==> config.mk <==
export PLATFORM = sky130hd
export DESIGN_NAME = radio_frame_checksum_deframer_unit_flat
export DESIGN_NICKNAME = d
export VERILOG_FILES = /design/src/design/rfcd_pkg.sv /design/src/design/rfcd_in_if.sv /design/src/design/rfcd_out_if.sv /design/src/design/rfcd_core.sv /design/src/design/radio_frame_checksum_deframer_unit.sv /design/src/flat_wrapper.sv
export VERILOG_INCLUDE_DIRS = /design/src /design/src/design
export SDC_FILE = /design/constraint.sdc
export NUM_CORES = 1
export LEC_CHECK = 0
export BUFFER_PORTS_ARGS = -buffer_cell sky130_fd_sc_hd__buf_2
export CORE_ASPECT_RATIO = 1.75
export CORE_UTILIZATION = 50
export DETAILED_ROUTE_END_ITERATION = 6
export PLACE_DENSITY = 0.66
export SYNTH_ARGS = -nofsm -noshare
export SYNTH_HDL_FRONTEND = slang
export SYNTH_SLANG_ARGS = --single-unit
==> constraint.sdc <==
create_clock -name clk -period 5.34 [get_ports clk]
set_input_delay 0.267 -clock clk [delete_from_list [all_inputs] [get_ports clk]]
set_output_delay 0.267 -clock clk [all_outputs]
set_load 0.005 [all_outputs]
==> src/design/radio_frame_checksum_deframer_unit_defines.svh <==
// Assertion macros used by the deframer top level.
`ifndef RADIO_FRAME_CHECKSUM_DEFRAMER_UNIT_DEFINES_SVH
`define RADIO_FRAME_CHECKSUM_DEFRAMER_UNIT_DEFINES_SVH

// The consequent must hold in the same cycle as the antecedent.
`define RFCD_ASSERT_NOW(label, clk, rst_n, ante, cons) \
  label: assert property (@(posedge clk) disable iff (!rst_n) (ante) |-> (cons)) \
    else $error("deframer check failed");

// The consequent must hold in the cycle after the antecedent.
`define RFCD_ASSERT_NEXT(label, clk, rst_n, ante, cons) \
  label: assert property (@(posedge clk) disable iff (!rst_n) (ante) |=> (cons)) \
    else $error("deframer check failed");

`endif

==> src/design/rfcd_pkg.sv <==
// Types and constants of the radio frame deframer.
`timescale 1ns / 1ps
package rfcd_pkg;

  // Byte positions within the frame header.
  localparam logic [5:0] POS_VERSION = 6'd0;
  localparam logic [5:0] POS_ID0     = 6'd1;
  localparam logic [5:0] POS_ID1     = 6'd2;
  localparam logic [5:0] POS_ID2     = 6'd3;
  localparam logic [5:0] POS_ID3     = 6'd4;
  localparam logic [5:0] POS_NUMBER  = 6'd5;
  localparam logic [5:0] POS_TYPE    = 6'd6;
  localparam logic [5:0] POS_SAT     = 6'd63;

  // Smallest legal frame: header, no payload, two checksum bytes.
  localparam int MIN_FRAME = 9;

  // Frame status codes.
  localparam logic [1:0] STATUS_OK        = 2'd0;
  localparam logic [1:0] STATUS_SHORT     = 2'd1;
  localparam logic [1:0] STATUS_LONG      = 2'd2;
  localparam logic [1:0] STATUS_CHECKSUM  = 2'd3;

  // One confirmed payload byte.
  typedef struct packed {
    logic [7:0] payload_byte;
    logic [4:0] payload_index;
    logic       last_result;
  } pay_res_t;

  // End-of-frame summary.
  typedef struct packed {
    logic [7:0]  version;
    logic [31:0] device_id;
    logic [7:0]  message_number;
    logic [7:0]  message_type;
    logic [4:0]  payload_count;
    logic [1:0]  frame_status;
  } sum_res_t;

  // Everything one input byte produces.
  typedef struct packed {
    logic     pay_v;
    pay_res_t pay;
    logic     sum_v;
    sum_res_t sum;
  } step_res_t;

endpackage

==> src/design/rfcd_in_if.sv <==
// Input byte channel of the deframer.
`timescale 1ns / 1ps
interface rfcd_in_if;
  logic       valid;
  logic       ready;
  logic [7:0] byte_value;
  logic       frame_end;

  modport source (output valid, output byte_value, output frame_end, input ready);
  modport sink   (input valid, input byte_value, input frame_end, output ready);
endinterface

==> src/design/rfcd_out_if.sv <==
// Result channel of the deframer.
`timescale 1ns / 1ps
interface rfcd_out_if;
  logic        valid;
  logic        ready;
  logic        is_summary;
  logic [7:0]  payload_byte;
  logic [4:0]  payload_index;
  logic [7:0]  version;
  logic [31:0] device_id;
  logic [7:0]  message_number;
  logic [7:0]  message_type;
  logic [4:0]  payload_count;
  logic [1:0]  frame_status;
  logic        last_result;

  modport source (output valid, output is_summary, output payload_byte,
                  output payload_index, output version, output device_id,
                  output message_number, output message_type, output payload_count,
                  output frame_status, output last_result, input ready);
  modport sink   (input valid, input is_summary, input payload_byte,
                  input payload_index, input version, input device_id,
                  input message_number, input message_type, input payload_count,
                  input frame_status, input last_result, output ready);
endinterface

==> src/design/rfcd_core.sv <==
// Frame state and per-byte parsing, checksum and status logic.
`timescale 1ns / 1ps
module rfcd_core #(
  parameter int MAX_FRAME = 32
) (
  input  logic                clk,
  input  logic                rst_n,
  input  logic                step,
  input  logic [7:0]          byte_value,
  input  logic                frame_end,
  output rfcd_pkg::step_res_t res
);
  import rfcd_pkg::*;

  localparam logic [5:0] MAX_POS    = 6'(MAX_FRAME);
  localparam logic [5:0] FIRST_PAY  = 6'(MIN_FRAME);
  localparam logic [5:0] LAST_SHORT = 6'(MIN_FRAME - 1);
  localparam logic [4:0] LONG_COUNT = 5'(MAX_FRAME - MIN_FRAME);

  logic [5:0]  pos_r, pos_nxt;
  logic [15:0] sum_r, sum_nxt;
  logic [15:0] held_r, held_nxt;
  logic [7:0]  ver_r, ver_nxt;
  logic [31:0] id_r, id_nxt;
  logic [7:0]  num_r, num_nxt;
  logic [7:0]  typ_r, typ_nxt;

  logic [7:0]  ver_cap, num_cap, typ_cap;
  logic [31:0] id_cap;
  logic        hdr_sum;
  logic        emit;
  logic [7:0]  addend;
  logic [15:0] sum_upd;
  logic [15:0] rx_sum;
  logic        is_short, is_long;
  logic [1:0]  status;
  logic [4:0]  count;

  // Capture the header field at this position.
  always_comb begin
    ver_cap = ver_r;
    id_cap  = id_r;
    num_cap = num_r;
    typ_cap = typ_r;
    hdr_sum = 1'b1;
    case (pos_r)
      POS_VERSION: ver_cap = byte_value;
      POS_ID0:     id_cap[7:0]   = byte_value;
      POS_ID1:     id_cap[15:8]  = byte_value;
      POS_ID2:     id_cap[23:16] = byte_value;
      POS_ID3:     id_cap[31:24] = byte_value;
      POS_NUMBER:  num_cap = byte_value;
      POS_TYPE: begin
        typ_cap = byte_value;
        hdr_sum = 1'b0;
      end
      default:     hdr_sum = 1'b0;
    endcase
  end

  // The byte two places back is payload once the frame runs past the header.
  assign emit    = (pos_r >= FIRST_PAY) && (pos_r < MAX_POS);
  assign addend  = hdr_sum ? byte_value : (emit ? held_r[15:8] : 8'd0);
  assign sum_upd = sum_r + {8'd0, addend};

  // Summary status from the frame length and the received checksum.
  assign rx_sum   = {byte_value, held_r[7:0]};
  assign is_short = pos_r < LAST_SHORT;
  assign is_long  = pos_r >= MAX_POS;

  always_comb begin
    if (is_short) begin
      status = STATUS_SHORT;
      count  = 5'd0;
    end else if (is_long) begin
      status = STATUS_LONG;
      count  = LONG_COUNT;
    end else begin
      status = (rx_sum == sum_upd) ? STATUS_OK : STATUS_CHECKSUM;
      count  = 5'(pos_r - LAST_SHORT);
    end
  end

  // Results for this byte.
  always_comb begin
    res.pay_v              = emit;
    res.pay.payload_byte   = held_r[15:8];
    res.pay.payload_index  = 5'(pos_r - FIRST_PAY);
    res.pay.last_result    = !frame_end;
    res.sum_v              = frame_end;
    res.sum.version        = ver_cap;
    res.sum.device_id      = id_cap;
    res.sum.message_number = num_cap;
    res.sum.message_type   = typ_cap;
    res.sum.payload_count  = count;
    res.sum.frame_status   = status;
  end

  // Next frame state: cleared after the final byte.
  always_comb begin
    pos_nxt  = pos_r;
    sum_nxt  = sum_r;
    held_nxt = held_r;
    ver_nxt  = ver_r;
    id_nxt   = id_r;
    num_nxt  = num_r;
    typ_nxt  = typ_r;
    if (step) begin
      if (frame_end) begin
        pos_nxt  = '0;
        sum_nxt  = '0;
        held_nxt = '0;
        ver_nxt  = '0;
        id_nxt   = '0;
        num_nxt  = '0;
        typ_nxt  = '0;
      end else begin
        pos_nxt  = (pos_r < POS_SAT) ? pos_r + 6'd1 : pos_r;
        sum_nxt  = sum_upd;
        held_nxt = {held_r[7:0], byte_value};
        ver_nxt  = ver_cap;
        id_nxt   = id_cap;
        num_nxt  = num_cap;
        typ_nxt  = typ_cap;
      end
    end
  end

  always_ff @(posedge clk) begin
    if (!rst_n) begin
      pos_r  <= '0;
      sum_r  <= '0;
      held_r <= '0;
      ver_r  <= '0;
      id_r   <= '0;
      num_r  <= '0;
      typ_r  <= '0;
    end else begin
      pos_r  <= pos_nxt;
      sum_r  <= sum_nxt;
      held_r <= held_nxt;
      ver_r  <= ver_nxt;
      id_r   <= id_nxt;
      num_r  <= num_nxt;
      typ_r  <= typ_nxt;
    end
  end

endmodule

==> src/design/radio_frame_checksum_deframer_unit.sv <==
// Top level of the radio frame deframer with its result stage.
`timescale 1ns / 1ps
`include "radio_frame_checksum_deframer_unit_defines.svh"
// Accepts one frame byte per clock while the result stage can take it, and
// presents its results in the next cycle from a two-slot result register.
// A payload byte is released two bytes after it arrives, once it cannot be
// checksum. A final byte that also releases a payload byte yields two
// transactions, payload first, and the input is then held off until the
// payload one has drained. The per-byte path is one 16-bit add followed by
// a 16-bit compare. MAX_FRAME (9 to 40) is the longest checksummed frame.
module radio_frame_checksum_deframer_unit #(
  parameter int MAX_FRAME = 32
) (
  input  logic       clk,
  input  logic       rst_n,
  rfcd_in_if.sink    in_ch,
  rfcd_out_if.source out_ch
);
  import rfcd_pkg::*;

  step_res_t res;
  logic      accept, pop;
  logic      pay_v_r, sum_v_r;
  pay_res_t  pay_r;
  sum_res_t  sum_r;

  assign accept = in_ch.valid && in_ch.ready;
  assign pop    = out_ch.valid && out_ch.ready;

  rfcd_core #(
    .MAX_FRAME (MAX_FRAME)
  ) u_core (
    .clk        (clk),
    .rst_n      (rst_n),
    .step       (accept),
    .byte_value (in_ch.byte_value),
    .frame_end  (in_ch.frame_end),
    .res        (res)
  );

  // Take a new byte when the stage is empty or its single result leaves now.
  assign in_ch.ready = (!pay_v_r && !sum_v_r) || (out_ch.ready && (pay_v_r ^ sum_v_r));

  // Result stage slot occupancy.
  always_ff @(posedge clk) begin
    if (!rst_n) begin
      pay_v_r <= 1'b0;
      sum_v_r <= 1'b0;
    end else if (accept) begin
      pay_v_r <= res.pay_v;
      sum_v_r <= res.sum_v;
    end else if (pop) begin
      if (pay_v_r) begin
        pay_v_r <= 1'b0;
      end else begin
        sum_v_r <= 1'b0;
      end
    end
  end

  // Result stage payload.
  always_ff @(posedge clk) begin
    if (accept) begin
      pay_r <= res.pay;
      sum_r <= res.sum;
    end
  end

  // The payload slot goes out first; unused fields read as zero.
  always_comb begin
    out_ch.valid          = pay_v_r || sum_v_r;
    out_ch.is_summary     = !pay_v_r;
    out_ch.payload_byte   = pay_v_r ? pay_r.payload_byte : 8'd0;
    out_ch.payload_index  = pay_v_r ? pay_r.payload_index : 5'd0;
    out_ch.version        = pay_v_r ? 8'd0 : sum_r.version;
    out_ch.device_id      = pay_v_r ? 32'd0 : sum_r.device_id;
    out_ch.message_number = pay_v_r ? 8'd0 : sum_r.message_number;
    out_ch.message_type   = pay_v_r ? 8'd0 : sum_r.message_type;
    out_ch.payload_count  = pay_v_r ? 5'd0 : sum_r.payload_count;
    out_ch.frame_status   = pay_v_r ? STATUS_OK : sum_r.frame_status;
    out_ch.last_result    = pay_v_r ? pay_r.last_result : 1'b1;
  end

  // A full stage must hold off the input.
  `RFCD_ASSERT_NOW(a_full_blocks_input, clk, rst_n, pay_v_r && sum_v_r, !in_ch.ready)
  // A payload result followed by a summary is not the last of its byte.
  `RFCD_ASSERT_NOW(a_pay_before_sum, clk, rst_n, pay_v_r && sum_v_r, !pay_r.last_result)
  // A summary transaction always closes the results of its byte.
  `RFCD_ASSERT_NOW(a_sum_is_last, clk, rst_n, out_ch.valid && out_ch.is_summary,
                   out_ch.last_result)
  // An accepted final byte always leaves a summary in the stage.
  `RFCD_ASSERT_NEXT(a_end_gives_sum, clk, rst_n, accept && in_ch.frame_end, sum_v_r)

endmodule

==> src/flat_wrapper.sv <==
// flat-port wrapper written by rule: the top's interface ports become plain ports
module radio_frame_checksum_deframer_unit_flat import rfcd_pkg::*;
#(
  parameter int MAX_FRAME = 32
)
  (clk, rst_n, in_ch_valid, in_ch_byte_value, in_ch_frame_end, in_ch_ready, out_ch_valid, out_ch_is_summary, out_ch_payload_byte, out_ch_payload_index, out_ch_version, out_ch_device_id, out_ch_message_number, out_ch_message_type, out_ch_payload_count, out_ch_frame_status, out_ch_last_result, out_ch_ready);
  rfcd_in_if in_ch_i ();
  rfcd_out_if out_ch_i ();
  input  logic clk;
  input  logic rst_n;
  input wire logic [$bits(in_ch_i.valid)-1:0] in_ch_valid;
  input wire logic [$bits(in_ch_i.byte_value)-1:0] in_ch_byte_value;
  input wire logic [$bits(in_ch_i.frame_end)-1:0] in_ch_frame_end;
  output wire logic [$bits(in_ch_i.ready)-1:0] in_ch_ready;
  output wire logic [$bits(out_ch_i.valid)-1:0] out_ch_valid;
  output wire logic [$bits(out_ch_i.is_summary)-1:0] out_ch_is_summary;
  output wire logic [$bits(out_ch_i.payload_byte)-1:0] out_ch_payload_byte;
  output wire logic [$bits(out_ch_i.payload_index)-1:0] out_ch_payload_index;
  output wire logic [$bits(out_ch_i.version)-1:0] out_ch_version;
  output wire logic [$bits(out_ch_i.device_id)-1:0] out_ch_device_id;
  output wire logic [$bits(out_ch_i.message_number)-1:0] out_ch_message_number;
  output wire logic [$bits(out_ch_i.message_type)-1:0] out_ch_message_type;
  output wire logic [$bits(out_ch_i.payload_count)-1:0] out_ch_payload_count;
  output wire logic [$bits(out_ch_i.frame_status)-1:0] out_ch_frame_status;
  output wire logic [$bits(out_ch_i.last_result)-1:0] out_ch_last_result;
  input wire logic [$bits(out_ch_i.ready)-1:0] out_ch_ready;
  assign in_ch_i.valid = in_ch_valid;
  assign in_ch_i.byte_value = in_ch_byte_value;
  assign in_ch_i.frame_end = in_ch_frame_end;
  assign in_ch_ready = in_ch_i.ready;
  assign out_ch_valid = out_ch_i.valid;
  assign out_ch_is_summary = out_ch_i.is_summary;
  assign out_ch_payload_byte = out_ch_i.payload_byte;
  assign out_ch_payload_index = out_ch_i.payload_index;
  assign out_ch_version = out_ch_i.version;
  assign out_ch_device_id = out_ch_i.device_id;
  assign out_ch_message_number = out_ch_i.message_number;
  assign out_ch_message_type = out_ch_i.message_type;
  assign out_ch_payload_count = out_ch_i.payload_count;
  assign out_ch_frame_status = out_ch_i.frame_status;
  assign out_ch_last_result = out_ch_i.last_result;
  assign out_ch_i.ready = out_ch_ready;
  radio_frame_checksum_deframer_unit #(.MAX_FRAME(MAX_FRAME)) u_core (.clk(clk), .rst_n(rst_n), .in_ch(in_ch_i), .out_ch(out_ch_i));
endmodule
==> impl_results.md, run 1 <==
- Worst vdd ir: 0.196 mV
- Area growth, synth to finish: 13.9%
- Largest net degree at the start of global routing: 96
- Outcome: completed
- Post-synth EDFFs: 77
- Clock Pin Slew Worst Setup and Hold Paths: 70 ps
- Hold_ws: 259 ps
- Sink Count: 173
- Die ar.: 0.0172 mm^2
- Root buffer cell: clkbuf_16
- #FFs+latches synth: 173
- CP Cell Sequence: inv_1, nand3_2, nor2_1, nand2_1, nand3_1, a22o_1, ha_1, fa_1, a21oi_1, o221a_2, a211oi_2, xnor2_1, nand4_2, nor4_2, a31oi_1
- Hold buffers post-CTS: 0
- Drt total wl: 20,200 um
- DP Area: 0.00890 mm^2
- CTS buffer count: 17
- Commonest non-fill, non-tap cell in the layout: nor2b_1
- Avg WL per Cell: 19.0 um
- Worst path max stage delay: 540 ps
- Syn nets: 789
- Initial Util: 51.0%
- Pleak: 3.71 nW
- Met3 wire len: 712 um
- Filler cells: 1,416
- Async SR Flop Fraction: 0%
- Fin area: 0.00951 mm^2
- Initial antenna violation count: 0
- TNS Setup: 0 ps
- Post-layout minimum cycle time: 4440 ps
- Global route overflow: 0
- WL met2: 11,000 um
- Slew HR: 28.9%
- Top sig layer: met4
- Power Dens Cells: 315 mW/mm^2
- Most frequent cells in the layout: 149 x nor2b_1, 95 x dfxtp_1, 92 x buf_2
- Drt first pass iters: 5
- Setup violators final: 0
- Final-report max-slew violation count: 0
- Share of cells above drive strength 1: 22.6%
- Vias in the first global route: 5,950
- Clk Latency, worst-skew pair: 430 ps
- Yosys cell types: 65
- Synth Instances: 760
- Post-CTS sizing: 0
- Slew @ Worst Pin: 1070 ps
- Crit Path Class: register to register
- Share of the synthesized area in the top cell type: 27.7%
- Die height: 173 um
- Drc violations: 0
- # H-tree levels: 4
- Clock tree buffer depth: 2
- Post-layout worst setup margin: 903 ps
- Critical Path RT: 5500 ps
- Diodes inserted: 0
- Final core utilization: 58.1%
- Final worst-path cycle share: 83.1%
- Synth area leaders: edfxtp_1 28%, dfxtp_1 23%, nor2b_1 11%, a22oi_1 5.6%, mux2_2 5.4%
- RSZ-0062 raised after global routing: false
- Min-delay worst type: input port to register
- Slowest CP cell: dfxtp_1
- Port-buffer cells: 92
- Placement Setup Slack: 946 ps
- Core area: 0.0164 mm^2
- Yosys warns: 0
- Clock Skews: 10.9 ps
- Die width: 99.7 um
- Post-CTS Setup Inserts: 0
- Drt via density: 5.59
- Max Cap Viol: 0
- Primary FF master, synth: dfxtp_1
- Syn avg cell area: 11.0 um^2
- Io pins: 93
- Element type at the critical path end: register
- Crit start category: register
- Post-DRT Antenna Nets: 0
- Final Wtd Congestion: 0.866
- Worst Path Arrival: 4600 ps
- Mapped Area: 0.00835 mm^2
- First-pass GRT wire length: 32,100 um
- CP Max Fanout: 9
- Met1 WL: 8110 um
- Register area share after synthesis: 50.7%
- Iter 0 DRT Violations: 296
- Final Hold Vio Count: 0
- TritonCTS clock tree: done
- Cell taking the most area after synthesis: edfxtp_1
- Nets@finish: 852
- GRT Util Overall: 24.6%
- Detail Placement HPWL: 12,900 um
- Achievable Freq: 225 MHz
- Cell Rows: 62
- Via Count: 5,928
## final cells by class
class | instances | area [um^2] | share of cell area (%)
tap | 224 | 280 | 2.95
inverter | 13 | 50.0 | 0.526
sequential | 173 | 4240 | 44.5
clock inverter | 15 | 181 | 1.91
timing repair buffer | 98 | 505 | 5.32
multi-input combinational | 520 | 3830 | 40.3
clock buffer | 17 | 425 | 4.47
## report_power, final
group | leakage [nW] | switching [W] | internal, W
registers | 1.54 | 0.0000161 | 0.00143
logic | 1.87 | 0.000178 | 0.000112
clock network | 0.292 | 0.000523 | 0.000743
## critical path, delay by kind of cell (launching register included)
| family | cells | cell delay, ps |
|---|---|---|
| AO/OA/AOI/OAI | 5 | 1140 |
| AND/OR/NAND/NOR | 6 | 1400 |
| flip-flops | 1 | 540 |
| adder cells (fa/ha/maj) | 2 | 690 |
| XOR/XNOR | 1 | 250 |
| buffers and inverters | 1 | 150 |
## cells in the mapped netlist, types with 3 or more instances
| cell type | count |
|---|---|
| a21o_1 | 5 |
| nand3_1 | 12 |
| inv_1 | 11 |
| and3_1 | 20 |
| o21ai_0 | 7 |
| a22oi_1 | 62 |
| edfxtp_1 | 77 |
| nand2_1 | 17 |
| mux2_1 | 16 |
| xnor2_1 | 24 |
| nor3_1 | 9 |
| nor2b_1 | 149 |
| o211ai_1 | 3 |
| a21boi_0 | 4 |
| and2_1 | 15 |
| buf_6 | 3 |
| nand4_1 | 3 |
| mux2_2 | 40 |
| a31oi_1 | 4 |
| or3_1 | 3 |
| clkbuf_1 | 49 |
| a21oi_1 | 32 |
| xor2_1 | 9 |
| a22o_1 | 8 |
| dfxtp_1 | 96 |
| ha_1 | 15 |
| nor2_1 | 19 |
## state kept, by name, summed over array words and instances (netlist names)
name                  cells
u_core.u_core.held_r     16
u_core.u_core.ver_r       8
u_core.u_core.sum_r      16
u_core.u_core.num_r       8
u_core.u_core.id_r       32
u_core.u_core.pos_r       6
u_core.pay_r             14
u_core.pay_v_r            1
u_core.sum_r             63
u_core.u_core.typ_r       8
u_core.sum_v_r            1
## final timing paths
path	to	slack [ps]	from	cells after the start
setup / recovery	u_core.sum_r[0]	900	u_core.u_core.pos_r[3]	15
hold / removal	u_core.pay_v_r	260	out_ch_ready	4
setup reg to reg	u_core.sum_r[0]	900	u_core.u_core.pos_r[3]	15
hold reg to reg	u_core.pay_r[12]	480	u_core.u_core.held_r[14]	0
## logic make-up (layout without fill, tap and decap cells)
group	count (synthesis)	count (layout)	synth area share, %
muxes	57	57	7.67
and+or+nand+nor	263	263	18.9
adders and majority gates	16	16	2.49
xor gates and xnor gates	34	34	3.73
buffers and inverters	67	143	3.51
AOI/OAI and AO/OA	150	150	12.9
DFF	173	173	50.7
## metal layers
layer / GRT usage (%) / vias up
met2: 45.3 / 175
met1: 27.7 / 2881
met4: 9.38 / 0
li1: - / 2845
met3: 3.96 / 27
met5: 0 / -
## metrics by stage
step	power, W	cells
after floorplan	0.00167	760
after global placement	0.00176	1028
after detailed placement	0.00176	1028
after CTS	0.00303	1060
after global routing	0.00311	1060
final	0.00300	1060
Power figures use the tool's default switching activity.
==> run 2: changes to the inputs <==
- ABC_AREA: not set -> 1
- clock period: 5.34 -> 4.55 ns (I/O delays scaled with it)
==> run 2 against run 1 <==
Against the previous run: utilization increased by 0.35 points; area after synthesis decreased by 0.37%; via count increased by 19%; first-iteration DRC count increased by 34%; die area decreased by 0.37%; sequential power increased by 18%; routed wire length increased by 2.9%; clock skew increased by 2.0 ps; synthesized cell count increased by 43%.
==> impl_results.md, run 2 <==
- Crit start category: register
- Die height: 173 um (-0.19%)
- Cell with the most instances after synthesis: nand2_1
- Root buffer cell: clkbuf_16
- Global route overflow: 0 (unchanged)
- Final worst-path cycle share: 86.7% (+3.6 points)
- # H-tree levels: 4 (unchanged)
- Post-layout minimum cycle time: 3940 ps (-492 ps)
- Power Dens Cells: 354 mW/mm^2 (+12%)
- GRT Util Overall: 25.2% (+0.65 points)
- Clock tree buffer depth: 2 (unchanged)
- Worst vdd ir: 0.239 mV (+22%)
- DP Cell Count: 1,369 (+33%)
- Share of the synthesized area in the top cell type: 27.8% (+0.10 points)
- Post-CTS Setup Inserts: 0 (unchanged)
- Initial antenna violation count: 0 (unchanged)
- Die ar.: 0.0172 mm^2 (-0.37%)
- Final-report max-slew violation count: 0 (unchanged)
- Element type at the critical path end: register
- Cell Rows: 62 (unchanged)
- Detail Placement HPWL: 14,500 um (+13%)
- Commonest non-fill, non-tap cell in the layout: nand2_1
- Yosys warns: 0 (unchanged)
- Crit Path Class: register to register
- Hold path depth: 3 (-1)
- Drt via density: 5.05 (-9.6%)
- Diodes inserted: 0 (unchanged)
- Min-delay worst type: input port to register
- TritonCTS clock tree: done
- Clk Latency, worst-skew pair: 420 ps (about the same)
- Max FFs per register: 63 (unchanged)
- Outcome: completed
- Final Non-Filler Cells: 1,401 (+32%)
- Area occupied by multi-input gates: 0.00336 mm^2 (-12%)
- CP Max Fanout: 17 (+8)
- Die width: 99.5 um (-0.19%)
- Yosys cell types: 37 (-43%)
- Drt total wl: 20,800 um (+2.9%)
- Final Hold Vio Count: 0 (unchanged)
- CTS buffer count: 17 (unchanged)
- FF+latch area: 0.00424 mm^2 (unchanged)
- Worst Path Arrival: 4120 ps (-480 ps)
- Sink Count: 173 (unchanged)
- Critical Path RT: 4720 ps (-780 ps)
- Slew HR: 24.5% (-4.4 points)
- Synth area leaders: edfxtp_1 28%, dfxtp_1 23%, nand2_1 16%, inv_1 6.4%, a21oi_1 6.0%
- Primary FF master, synth: dfxtp_1
- Commonest cells in the netlist: 350 x nand2_1, 142 x inv_1, 100 x a21oi_1
- Core area: 0.0164 mm^2 (unchanged)
- Initial Util: 50.8% (-0.19 points)
- Vias in the first global route: 6,498 (+9.2%)
- Top flop regs: u_core.sum_r x63, u_core.u_core.id_r x32
- Syn avg cell area: 7.68 um^2 (-30%)
- Final Wtd Congestion: 0.954 (+10%)
- Synth Instances: 1,083 (+43%)
- Avg WL per Cell: 14.8 um (-22%)
- Mapped Area: 0.00832 mm^2 (-0.37%)
- Register area share after synthesis: 50.9% (+0.19 points)
- Worst r2r path cells: 21 (+6)
- Post-synth EDFFs: 77 (unchanged)
- Syn nets: 1,112 (+41%)
- Post-CTS sizing: 0 (unchanged)
- DP Area: 0.00901 mm^2 (+1.2%)
- TNS Setup: 0 ps (unchanged)
- Setup violators final: 0 (unchanged)
- Io pins: 93 (unchanged)
- Post-DRT Antenna Nets: 0 (unchanged)
- Largest net degree at the start of global routing: 81 (-16%)
- Pleak: 4.14 nW (+12%)
- Max Cap Viol: 0 (unchanged)
- Biggest register: u_core.sum_r
- Cell taking the most area after synthesis: edfxtp_1
- Clock Skews: 12.9 ps (+2.01 ps)
- Clock Pin Slew Worst Setup and Hold Paths: 70 ps (about the same)
- Hold buffers post-CTS: 0 (unchanged)
- Most frequent cells in the layout: 350 x nand2_1, 140 x inv_1, 100 x a21oi_1
- Via Count: 7,082 (+19%)
- Filler cells: 1,553 (+9.7%)
- Drt first pass iters: 5 (unchanged)
- #FFs+latches synth: 173 (unchanged)
- RSZ-0062 raised after global routing: false
- Async SR Flop Fraction: 0% (unchanged)
- Port-buffer cells: 92 (unchanged)
- Area growth, synth to finish: 15.0%
- First-pass GRT wire length: 33,100 um (+3.1%)
- Nets@finish: 1,193 (+40%)
- Final core utilization: 58.4% (+0.35 points)
- Slew @ Worst Pin: 1130 ps (+63.8 ps)
- Drc violations: 0 (unchanged)
- Achievable Freq: 254 MHz (+12%)
- Fin area: 0.00957 mm^2 (+0.61%)
- Iter 0 DRT Violations: 397 (+34%)
- Share of cells above drive strength 1: 14.2% (-8.4 points)
## run 2: changes by cell type after synthesis, moves of 20 or more
cell / before / now
mux2_2: 40 / 0
and3_1: 20 / 0
nor2b_1: 149 / 0
nand2_1: 17 / 350
o21ai_0: 7 / 59
a21oi_1: 32 / 100
nand3_1: 12 / 55
a22oi_1: 62 / 0
nor2_1: 19 / 78
inv_1: 11 / 142
xnor2_1: 24 / 4
## run 2: final timing paths
check	start	to	slack, ps
setup / recovery	u_core.u_core.pos_r[0]	u_core.sum_r[0]	610
hold / removal	in_ch_byte_value[6]	u_core.u_core.held_r[6]	80
setup reg to reg	u_core.u_core.pos_r[0]	u_core.sum_r[0]	610
hold reg to reg	u_core.u_core.id_r[2]	u_core.u_core.id_r[2]	460
## run 2: metal layers
layer	vias up	global-route usage [%]	wire, um
met1	3211	27.9	8090
met2	208	45.3	10800
met3	58	3.48	764
met5	-	0	0
li1	3605	-	-
met4	0	14.8	1160
## run 2: worst max-delay path: stages, from the launching register on
cell and delay [ps]:
dfxtp_1 400, inv_1 130, ha_1 270, nand3_1 100, buf_4 200, nand4_1 110, nor2_1 440, o21ai_0 160
ha_1 260, fa_1 480, nand3_1 150, nand2_1 120, nand2_1 100, nand3_1 110, nand2_1 90, nand2_1 50
nand2_1 70, nand3_1 70, nor2_1 180, nand3_1 100, nand2_1 60, nand2_1 50
## run 2: kinds of logic after synthesis
family,count (synthesis),share of synthesized area (%)
multiplexers,1,0.120
AO/OA/AOI/OAI,171,10.5
buffers and inverters,191,8.77
flip-flops,173,50.9
AND/OR/NAND/NOR,518,25.4
adder cells (fa/ha/maj),16,2.50
XOR/XNOR,13,1.73
## run 2: final cells by class
cell class                 count  area share, %
timing repair buffer         107           6.12
multi-input combinational    719           35.1
inverter                     146           5.73
clock buffer                  18           4.49
tap                          224           2.93
clock inverter                14           1.36
sequential                   173           44.3
## run 2: where the power goes
| part | switching (W) | internal [W] | total [W] |
|---|---|---|---|
| registers | 0.0000223 | 0.00168 | 0.00170 |
| clock network | 0.000654 | 0.000721 | 0.00138 |
| logic | 0.000214 | 0.000101 | 0.000315 |
## run 2: through the flow
step	total power, W	setup WS, ps	hold slack [ps]
3_3_place_gp	0.00205	693	451
2_1_floorplan	0.00193	973	372
4_1_cts	0.00341	617	71.2
6_report	0.00339	606	84.6
3_5_place_dp	0.00205	626	455
5_1_grt	0.00351	190	82.1
==> run 3: changes to the inputs <==
- PLACE_DENSITY: 0.66 -> 0.78
==> run 3 against run 2 <==
Against the previous run: design area is 0.43% higher; global-route usage is 0.86 points lower; die area stayed put; critical path depth stayed put; largest power group unchanged; clock skew is 2.7 ps lower; highest routed layer unchanged; worst hold slack worse by 13 ps.
==> impl_results.md, run 3 (same netlist as run 2, synthesis figures left out) <==
- Pint: 0.00261 W (+4.3%)
- TritonCTS clock tree: done
- Post-CTS Setup Inserts: 0 (unchanged)
- Setup violators final: 0 (unchanged)
- Die width: 99.5 um (unchanged)
- Nets@finish: 1,194 (+0.084%)
- Pleak: 4.16 nW (+0.55%)
- Element type at the critical path end: register
- Post-CTS sizing: 0 (unchanged)
- Crit Path Class: register to register
- GRT Util Overall: 24.4% (-0.86 points)
- Vias in the first global route: 6,628 (+2.0%)
- Min-delay worst type: input port to register
- Iter 0 DRT Violations: 509 (+28%)
- Avg WL per Cell: 14.5 um (-2.2%)
- Largest net degree at the start of global routing: 79 (-2.5%)
- CP Max Fanout: 17 (unchanged)
- Io pins: 93 (unchanged)
- Drt total wl: 20,300 um (-2.2%)
- Psw: 0.000892 W (+0.13%)
- Final Hold Vio Count: 0 (unchanged)
- WHS Endpoint: u_core.u_core.held_r[7]
- Clk Latency, worst-skew pair: 430 ps (about the same)
- Hold Crit Start: in_ch_byte_value[7]
- Diodes inserted: 0 (unchanged)
- Slew @ Worst Pin: 923 ps (-208 ps)
- Post-layout minimum cycle time: 3900 ps (-40.0 ps)
- Power Dens Cells: 364 mW/mm^2 (+2.8%)
- Global route overflow: 0 (unchanged)
- Post-DRT Antenna Nets: 0 (unchanged)
- Achievable Freq: 256 MHz (+1.0%)
- Hold_ws: 71.1 ps (-13.5 ps)
- Logic gate share of total power: 9.0% (-0.3 points)
- Detail Placement HPWL: 14,000 um (-3.0%)
- CTS buffer count: 17 (unchanged)
- Top flop regs: u_core.sum_r x63, u_core.u_core.id_r x32
- TNS Setup: 0 ps (unchanged)
- Worst Path Arrival: 4110 ps (about the same)
- # H-tree levels: 4 (unchanged)
- Core area: 0.0164 mm^2 (unchanged)
- Initial antenna violation count: 0 (unchanged)
- Sequential power share: 48.5% (-1.6 points)
- Reg2reg start: u_core.u_core.pos_r[0]
- Port-buffer cells: 92 (unchanged)
- DP Cell Count: 1,370 (+0.073%)
- Clock tree buffer depth: 2 (unchanged)
- Clock Pin Slew Worst Setup and Hold Paths: 70 ps (about the same)
- Commonest non-fill, non-tap cell in the layout: nand2_1
- Final core utilization: 58.7% (+0.25 points)
- Max Cap Viol: 0 (unchanged)
- Initial Util: 50.8% (unchanged)
- Final Wtd Congestion: 0.943 (-1.2%)
- Slew HR: 38.5% (+14 points)
- Root buffer cell: clkbuf_16
- Drt via density: 5.17 (+2.3%)
- Crit start category: register
- Area growth, synth to finish: 15.5%
- Clk network pwr share: 42.5% (+1.9 points)
- Cell Rows: 62 (unchanged)
- Reg2Reg Setup Slack: 650 ps (+40 ps)
- Worst vdd ir: 0.256 mV (+7.4%)
- Outcome: completed
- Die height: 173 um (unchanged)
- Die ar.: 0.0172 mm^2 (unchanged)
- Most frequent cells in the layout: 350 x nand2_1, 140 x inv_1, 100 x a21oi_1
- Critical Path RT: 4750 ps (+30 ps)
- Hold buffers post-CTS: 0 (unchanged)
- Max FFs per register: 63 (unchanged)
- Via Count: 7,252 (+2.4%)
- First-pass GRT wire length: 32,100 um (-2.9%)
- Drt first pass iters: 5 (unchanged)
- Drc violations: 0 (unchanged)
- RR Endpoint: u_core.sum_r[1]
- Biggest register: u_core.sum_r
- RSZ-0062 raised after global routing: false
- Final Non-Filler Cells: 1,402 (+0.071%)
- Sink Count: 173 (unchanged)
- Sw Share: 25.5% (-0.79 points)
- Clock Skews: 10.2 ps (-2.71 ps)
- Worst r2r path cells: 21 (unchanged)
- Final worst-path cycle share: 85.8% (-0.88 points)
- Final-report max-slew violation count: 0 (unchanged)
- Hold path depth: 3 (unchanged)
- Share of cells above drive strength 1: 14.3% (+0.073 points)
-- run 3: final cells by class --
class                   instances  area [um^2]
fillers                      1523         6760
flip-flops and latches        173         4240
multi-input cells             719         3360
repair buffers                108          581
inverters                     146          548
clock buffers                  17          425
well taps                     224          280
clock inverters                15          180
-- run 3: how the worst max path moves through the flow --
stage	slack, ps	startpoint	endpoint
floorplan	970	u_core.pay_v_r	u_core.u_core.pos_r[4]
global placement	860	u_core.u_core.pos_r[0]	u_core.sum_r[1]
detailed placement	710	u_core.u_core.pos_r[0]	u_core.sum_r[1]
CTS	690	u_core.u_core.pos_r[0]	u_core.sum_r[1]
global route	260	u_core.u_core.pos_r[0]	u_core.sum_r[0]
finish	650	u_core.u_core.pos_r[0]	u_core.sum_r[1]
-- run 3: power groups by stage --
stage               Combinational, W  Clock (W)  Sequential (W)
floorplan                   0.000207          0         0.00173
CTS                         0.000313    0.00150         0.00170
finish                      0.000314    0.00149         0.00170
global route                0.000349    0.00157         0.00170
detailed placement          0.000312          0         0.00173
global placement            0.000308          0         0.00173
-- run 3: per-stage QoR --
step / worst slack (ps) / total power [W] / cell area (um^2)
2_1_floorplan: 973 / 0.00193 / 8320
3_3_place_gp: 859 / 0.00204 / 9000
3_5_place_dp: 707 / 0.00205 / 9000
4_1_cts: 688 / 0.00352 / 9610
5_1_grt: 256 / 0.00362 / 9610
6_report: 645 / 0.00350 / 9610
-- run 3: metal layers --
metal,GRT usage [%],share of wire [%],vias up
met3,4.08,3.8,78
met2,44.2,53,229
met1,25.3,37,3333
li1,-,-,3612
met4,15.9,6.1,0
met5,0,0,-
-- run 3: critical path, cell delays in order (launching register included) --
cell and delay [ps]:
dfxtp_1 420, inv_1 140, ha_1 280, nand3_1 110, buf_4 200, nand4_1 110
nor2_1 410, o21ai_0 180, ha_1 260, fa_1 460, nand3_1 140, nand2_1 110
nand2_1 100, nand2_1 70, nand2_1 60, nand3_1 80, nor2_1 120, nand2_1 60
nor2_1 140, nand4_1 110, nand2_1 80, inv_1 40
